===== src/design/rmg_pkg.sv =====
// Shared types, codes, constants and table functions of the revolution mesh generator.
// Used by rmg_emit and revolution_mesh_generator_core; depends on nothing else.
package rmg_pkg;

  localparam int MAX_POINTS   = 256;
  localparam int MAX_SAMPLES  = 256;
  localparam int QUAD_RESULTS = 6;
  localparam int DEG_FULL     = 360;
  localparam int DEG_HALF     = 180;
  localparam int DEG_3QUARTER = 270;
  localparam int DEG_QUARTER  = 90;
  localparam int TRIG_FRAC    = 14;
  localparam int ROUND_HALF   = 8192;
  localparam int QUO_W        = 9;
  localparam int DIV_STEP     = 3;

  // Operation and result kind codes.
  localparam logic OP_VERTEX = 1'b0;
  localparam logic OP_QUAD   = 1'b1;

  // Configuration register indexes.
  localparam logic REG_PROFILE_POINTS   = 1'b0;
  localparam logic REG_ROTATION_SAMPLES = 1'b1;

  typedef struct packed {
    logic [17:0]      rem;
    logic [QUO_W-1:0] quo;
  } div_state_t;

  // One finished item as handed to the output stage.
  typedef struct packed {
    logic               kind;
    logic               bad;
    logic [15:0]        vnum;
    logic signed [31:0] vx;
    logic signed [31:0] vy;
    logic signed [31:0] vz;
    logic [15:0]        a;
    logic [15:0]        idx1;
    logic [15:0]        idx2;
  } emit_item_t;

  // Three quotient bits of a restoring division, starting at top_bit.
  function automatic div_state_t div_3bits(div_state_t cur, logic [8:0] dvs,
                                           int unsigned top_bit);
    div_state_t  r;
    logic [17:0] trial;
    r = cur;
    for (int b = 0; b < DIV_STEP; b++) begin
      trial = 18'(dvs) << (top_bit - b);
      if (r.rem >= trial) begin
        r.rem = r.rem - trial;
        r.quo = r.quo | (QUO_W'(1) << (top_bit - b));
      end
    end
    return r;
  endfunction

  // Quarter-wave sine in Q1.14, whole degrees 0 to 90.
  function automatic logic [14:0] sin_tab(logic [6:0] d);
    logic [14:0] v;
    case (d)
      7'd0: v = 15'd0;       7'd1: v = 15'd286;     7'd2: v = 15'd572;
      7'd3: v = 15'd857;     7'd4: v = 15'd1143;    7'd5: v = 15'd1428;
      7'd6: v = 15'd1713;    7'd7: v = 15'd1997;    7'd8: v = 15'd2280;
      7'd9: v = 15'd2563;    7'd10: v = 15'd2845;   7'd11: v = 15'd3126;
      7'd12: v = 15'd3406;   7'd13: v = 15'd3686;   7'd14: v = 15'd3964;
      7'd15: v = 15'd4240;   7'd16: v = 15'd4516;   7'd17: v = 15'd4790;
      7'd18: v = 15'd5063;   7'd19: v = 15'd5334;   7'd20: v = 15'd5604;
      7'd21: v = 15'd5872;   7'd22: v = 15'd6138;   7'd23: v = 15'd6402;
      7'd24: v = 15'd6664;   7'd25: v = 15'd6924;   7'd26: v = 15'd7182;
      7'd27: v = 15'd7438;   7'd28: v = 15'd7692;   7'd29: v = 15'd7943;
      7'd30: v = 15'd8192;   7'd31: v = 15'd8438;   7'd32: v = 15'd8682;
      7'd33: v = 15'd8923;   7'd34: v = 15'd9162;   7'd35: v = 15'd9397;
      7'd36: v = 15'd9630;   7'd37: v = 15'd9860;   7'd38: v = 15'd10087;
      7'd39: v = 15'd10311;  7'd40: v = 15'd10531;  7'd41: v = 15'd10749;
      7'd42: v = 15'd10963;  7'd43: v = 15'd11174;  7'd44: v = 15'd11381;
      7'd45: v = 15'd11585;  7'd46: v = 15'd11786;  7'd47: v = 15'd11983;
      7'd48: v = 15'd12176;  7'd49: v = 15'd12365;  7'd50: v = 15'd12551;
      7'd51: v = 15'd12733;  7'd52: v = 15'd12911;  7'd53: v = 15'd13085;
      7'd54: v = 15'd13255;  7'd55: v = 15'd13421;  7'd56: v = 15'd13583;
      7'd57: v = 15'd13741;  7'd58: v = 15'd13894;  7'd59: v = 15'd14044;
      7'd60: v = 15'd14189;  7'd61: v = 15'd14330;  7'd62: v = 15'd14466;
      7'd63: v = 15'd14598;  7'd64: v = 15'd14726;  7'd65: v = 15'd14849;
      7'd66: v = 15'd14968;  7'd67: v = 15'd15082;  7'd68: v = 15'd15191;
      7'd69: v = 15'd15296;  7'd70: v = 15'd15396;  7'd71: v = 15'd15491;
      7'd72: v = 15'd15582;  7'd73: v = 15'd15668;  7'd74: v = 15'd15749;
      7'd75: v = 15'd15826;  7'd76: v = 15'd15897;  7'd77: v = 15'd15964;
      7'd78: v = 15'd16026;  7'd79: v = 15'd16083;  7'd80: v = 15'd16135;
      7'd81: v = 15'd16182;  7'd82: v = 15'd16225;  7'd83: v = 15'd16262;
      7'd84: v = 15'd16294;  7'd85: v = 15'd16322;  7'd86: v = 15'd16344;
      7'd87: v = 15'd16362;  7'd88: v = 15'd16374;  7'd89: v = 15'd16382;
      7'd90: v = 15'd16384;
      default: v = 15'd0;
    endcase
    return v;
  endfunction

  // Signed Q1.14 sine of a whole-degree angle in the range 0 to 359.
  function automatic logic signed [15:0] sin_deg(logic [8:0] d);
    logic [14:0] mag;
    logic        neg;
    if (d <= 9'(DEG_QUARTER)) begin
      mag = sin_tab(7'(d));
      neg = 1'b0;
    end else if (d <= 9'(DEG_HALF)) begin
      mag = sin_tab(7'(9'(DEG_HALF) - d));
      neg = 1'b0;
    end else if (d <= 9'(DEG_3QUARTER)) begin
      mag = sin_tab(7'(d - 9'(DEG_HALF)));
      neg = 1'b1;
    end else begin
      mag = sin_tab(7'(9'(DEG_FULL) - d));
      neg = 1'b1;
    end
    return neg ? -$signed({1'b0, mag}) : $signed({1'b0, mag});
  endfunction

endpackage


===== src/design/rmg_emit.sv =====
// Output register of the mesh generator: holds one finished item and plays a good quad out
// as six triangle-corner transfers. Depends on rmg_pkg.
module rmg_emit (
  input  logic                clk,
  input  logic                rst_n,
  input  logic                item_valid,
  input  rmg_pkg::emit_item_t item,
  output logic                item_ready,
  output logic                out_tvalid,
  input  logic                out_tready,
  // vertex_number, vertex_x, vertex_y, vertex_z, triangle_vertex (lowest bit first)
  output logic [127:0]        out_tdata,
  // result_kind, bad_request (lowest bit first)
  output logic [1:0]          out_tuser,
  output logic                out_tlast
);

  logic                valid_r;
  logic [2:0]          beat_r;
  rmg_pkg::emit_item_t item_r;
  logic                last_beat;
  logic [15:0]         tri_vertex;

  assign last_beat = (item_r.kind == rmg_pkg::OP_VERTEX) || item_r.bad ||
                     (beat_r == 3'(rmg_pkg::QUAD_RESULTS - 1));
  assign item_ready = !valid_r || (out_tready && last_beat);

  always_ff @(posedge clk) begin
    if (!rst_n) begin
      valid_r <= 1'b0;
      beat_r  <= 3'd0;
    end else if (item_ready) begin
      valid_r <= item_valid;
      beat_r  <= 3'd0;
    end else if (out_tready) begin
      beat_r <= beat_r + 3'd1;
    end
  end

  always_ff @(posedge clk) begin
    if (item_ready && item_valid) begin
      item_r <= item;
    end
  end

  // Corner order of the two triangles: a, a+m, a+m+1, a+m+1, a+1, a (a+m terms modulo n*m).
  always_comb begin
    case (beat_r)
      3'd0:    tri_vertex = item_r.a;
      3'd1:    tri_vertex = item_r.idx1;
      3'd2:    tri_vertex = item_r.idx2;
      3'd3:    tri_vertex = item_r.idx2;
      3'd4:    tri_vertex = item_r.a + 16'd1;
      3'd5:    tri_vertex = item_r.a;
      default: tri_vertex = item_r.a;
    endcase
    if (item_r.kind != rmg_pkg::OP_QUAD || item_r.bad) begin
      tri_vertex = 16'd0;
    end
  end

  assign out_tvalid = valid_r;
  assign out_tlast  = last_beat;
  assign out_tuser  = {item_r.bad, item_r.kind};
  assign out_tdata  = {tri_vertex, item_r.vz, item_r.vy, item_r.vx, item_r.vnum};

`ifndef SYNTHESIS
  a_beat_range: assert property (@(posedge clk) disable iff (!rst_n)
    valid_r |-> (beat_r < 3'(rmg_pkg::QUAD_RESULTS)))
    else $error("quad beat counter out of range");

  a_single_is_last: assert property (@(posedge clk) disable iff (!rst_n)
    (out_tvalid && (!out_tuser[0] || out_tuser[1])) |-> out_tlast)
    else $error("vertex or bad result not marked last");

  a_bad_zero: assert property (@(posedge clk) disable iff (!rst_n)
    (out_tvalid && out_tuser[1]) |-> (out_tdata == 128'd0))
    else $error("bad request carries data");
`endif

endmodule

===== config.mk =====
export PLATFORM = sky130hd
export DESIGN_NAME = rmg_emit
export DESIGN_NICKNAME = d
export VERILOG_FILES = /design/src/design/rmg_pkg.sv /design/src/design/rmg_emit.sv
export SDC_FILE = /design/constraint.sdc
export NUM_CORES = 1
export LEC_CHECK = 0
export ABC_AREA = 1
export BUFFER_PORTS_ARGS = -buffer_cell sky130_fd_sc_hd__clkbuf_2
export CAP_MARGIN = 20
export CORE_MARGIN = 5
export CORE_UTILIZATION = 49
export CTS_BUF_LIST = sky130_fd_sc_hd__clkbuf_8
export CTS_CLUSTER_DIAMETER = 40
export DETAILED_ROUTE_END_ITERATION = 6
export PLACE_DENSITY = 0.79
export REMOVE_ABC_BUFFERS = 1
export SLEW_MARGIN = 20
export SYNTH_ARGS = -nofsm -noshare
export SYNTH_HDL_FRONTEND = slang
export SYNTH_SLANG_ARGS = --single-unit

===== constraint.sdc =====
create_clock -name clk -period 11.8 [get_ports clk]
set_input_delay 2.36 -clock clk [delete_from_list [all_inputs] [get_ports clk]]
set_output_delay 2.36 -clock clk [all_outputs]
set_load 0.02 [all_outputs]

==> results.toml <==
[timing]
finalCriticalPeriod_ps = 5420
worst_slew_pin_slew_ps = 1020
clock_skew_ps = 13.7
setup_ws_ps = 6380
finalCritPeriodShare_pct = 46.0
relSlewSlack_pct = 32.0
holdWs_ps = 521
maxSlewViolCount = 0
fmax_mhz = 184
hold_viol = 0
rsz0062_at_grt = "no"
finalSetupTns_ps = 0
setup_viol = 0

[clock_tree]
post_cts_buffers = 0
cts.reportedPaths.clkPinSlew_ps = 90
cts_root_buf = "clkbuf_8"
cts_buffers = 17
cts-resized-gates = 0
cts_tree = "done"
cts_hold_buf = 0
clock_latency_ps = 460
cts.sinks = 166
htree_num_levels = 4
clockBufferDepth = 2

[synth]
yosys-top-cells-area = "edfxtp_1 (71%), buf_4 (13%), nand2_1 (3.4%), a21oi_1 (1.5%), inv_1 (1.4%)"
synth_cell_types = 30
yosys.area.top_type = "edfxtp_1"
synth_most_common_cell = "edfxtp_1"
avgSynthCellArea_um2 = 13.9
ys_seq_area_share_pct = 72.0
synth_edf_count = 162
ys_warn_count = 0
netlist_top_cells_count = "edfxtp_1 (162), buf_4 (115), nand2_1 (63), inv_1 (25), nor2_1 (21)"
synthCells = 495
yosysTopAreaCellShare_pct = 70.9
syn-cell-area_um2 = 6870
ys_dominant_reg_cell = "edfxtp_1"
synth-async-reset-ratio_pct = 0
ys_ff_latch = 166

[floorplanning]
ios = 299
core_area_um2 = 13800
start_util_pct = 49.7
placementRows = 43
die_w_um = 128
die_area_um2 = 16500
die_h_um = 128

[finish]
register_area_um2 = 4940
area_delta_synth_final_pct = 18.4
nets = 866
multiInputGateArea_um2 = 930
layout-drive-gt1-share_pct = 48.7
utilization_pct = 58.8
fillers = 1117
stdcell_area_um2 = 8130

[worst_setup_path]
cp_top_family = "buffers and inverters"
cp_num_buf_inv = 3
crit_chain = "clkbuf_2 > a21boi_1 > inv_1 > clkbuf_2"
slowest_stage = "a21boi_1"
critPathCaptureType = "output port"
critical-path-max-stage-delay_ps = 320
startpoint_type = "primary input"
reg2regPathDepth = 8
worst-r2r-setup-slack_ps = 8540
cp_max_fo = 5
crit_type = "in2out"
reg2reg_to = "out_tdata[20]$_DFFE_PP_"
regToRegStartpoint = "beat_r[1]$_SDFFE_PP0P_"
cpMostUsedCell = "clkbuf_2"
worstPathArrival_ps = 3060
crit_required_ps = 9440

[hold_path]
min-delay-start = "beat_r[2]$_SDFFE_PP0P_"
hold_depth = 2
min-delay-path-class = "reg2reg"
worst_hold_path.endpoint = "beat_r[2]$_SDFFE_PP0P_"

[route]
vias = 4280
drtPass1Iterations = 4
ant_nets = 0
finalWirelength_um = 16700
dr.first_iter.drc_count = 227
vias_per_cell = 4.82
avgRoutedWirePerCell_um = 18.8
route.detailed.drc = 0

[power]
p_leak_nw = 3.54
p_per_area_nw_per_um2 = 153
vdd_ir_drop_max_v = 0.000110

[place]
post-place-ws_ps = 6350
dpl-instance-area_um2 = 7710
post-dp-hpwl_um = 13100
portBuffers = 298
gp_congestion = 0.868

[global_route]
antenna_found_initial = 3
grt_overflow = 0
grt_use_total_pct = 20.3
grt_max_degree = 84
grt_pass1_wl_um = 24300
grt_pass1_vias = 4430

[run]
drv_cap = 0

[run_status]
status = "completed"
layer usage:
metal / part of all wire, % / up-vias / track usage, % / routed length [um]
li1: - / 2027 / - / -
met1: 33 / 2014 / 20.6 / 5470
met5: 0.14 / - / 0 / 23
met2: 54 / 199 / 35.7 / 9010
met4: 3.2 / 4 / 8.86 / 541
met3: 9.7 / 36 / 9.22 / 1620
registers in the layout, indices dropped and copies added, names as in the netlist:
register,cells
out_tvalid,1
item_r,48
out_tdata,112
out_tuser,2
beat_r,3
report_power, final:
part	internal, mW	leakage (nW)	switching, mW
combinational	0.0429	1.73	0.0843
clock	0.181	0.212	0.234
sequential	0.691	1.59	0.0133
total	0.915	3.54	0.332
cells by family after synthesis:
group                      count (synthesis)  share of synthesized area, %
DFF                                      166                          72.0
buffers and inverters                    148                          14.5
and+or+nand+nor                          120                          7.86
AOI/OAI and AO/OA                         55                          4.48
adders and majority gates                  6                          1.09
how the worst max path moves through the flow:
stage	startpoint	to	slack (ps)	cells past startpoint
after global placement	out_tready	item_ready	6430	4
after detailed placement	out_tready	item_ready	6350	4
after global routing	out_tready	item_ready	6290	4
after CTS	out_tready	item_ready	6350	4
after floorplan	out_tready	item_r[0]$_DFFE_PP_	1920	2
final	out_tready	item_ready	6380	4
metrics by stage:
step | total power [mW] | std cells
after floorplan | 0.786 | 375
after global placement | 0.842 | 855
after detailed placement | 0.847 | 855
after CTS | 1.26 | 887
after global routing | 1.30 | 887
final | 1.25 | 888
worst register-to-register path, delay by kind of cell, from the launching register on:
family	cells	cell delay, ps
adder cells (fa/ha/maj)	1	200
AO/OA/AOI/OAI	2	310
AND/OR/NAND/NOR	1	100
flip-flops	1	350
buffers and inverters	4	1900
cell usage in the layout (no fill, tap or decap), types with 3 or more instances in the layout:
cell	n
a21oi_1	20
o21ai_1	10
nand2_1	63
edfxtp_1	162
clkbuf_8	17
inv_2	3
nor2_1	20
nand3_1	18
inv_8	6
clkbuf_2	298
a22oi_1	6
dfxtp_1	4
and3_1	6
inv_1	25
ha_1	6
o21ai_0	11
inv_6	3
final cells by class:
| type | count | share of cell area, % |
|---|---|---|
| Tap cell | 180 | 2.77 |
| Inverter | 28 | 1.29 |
| Clock buffer | 17 | 2.88 |
| Clock inverter | 15 | 2.20 |
| Timing Repair Buffer | 300 | 18.5 |
| Antenna cell | 1 | 0.0308 |
| Sequential cell | 166 | 60.8 |
| Multi-Input combinational cell | 181 | 11.4 |
No activity file was read; power rests on OpenSTA's default activity.
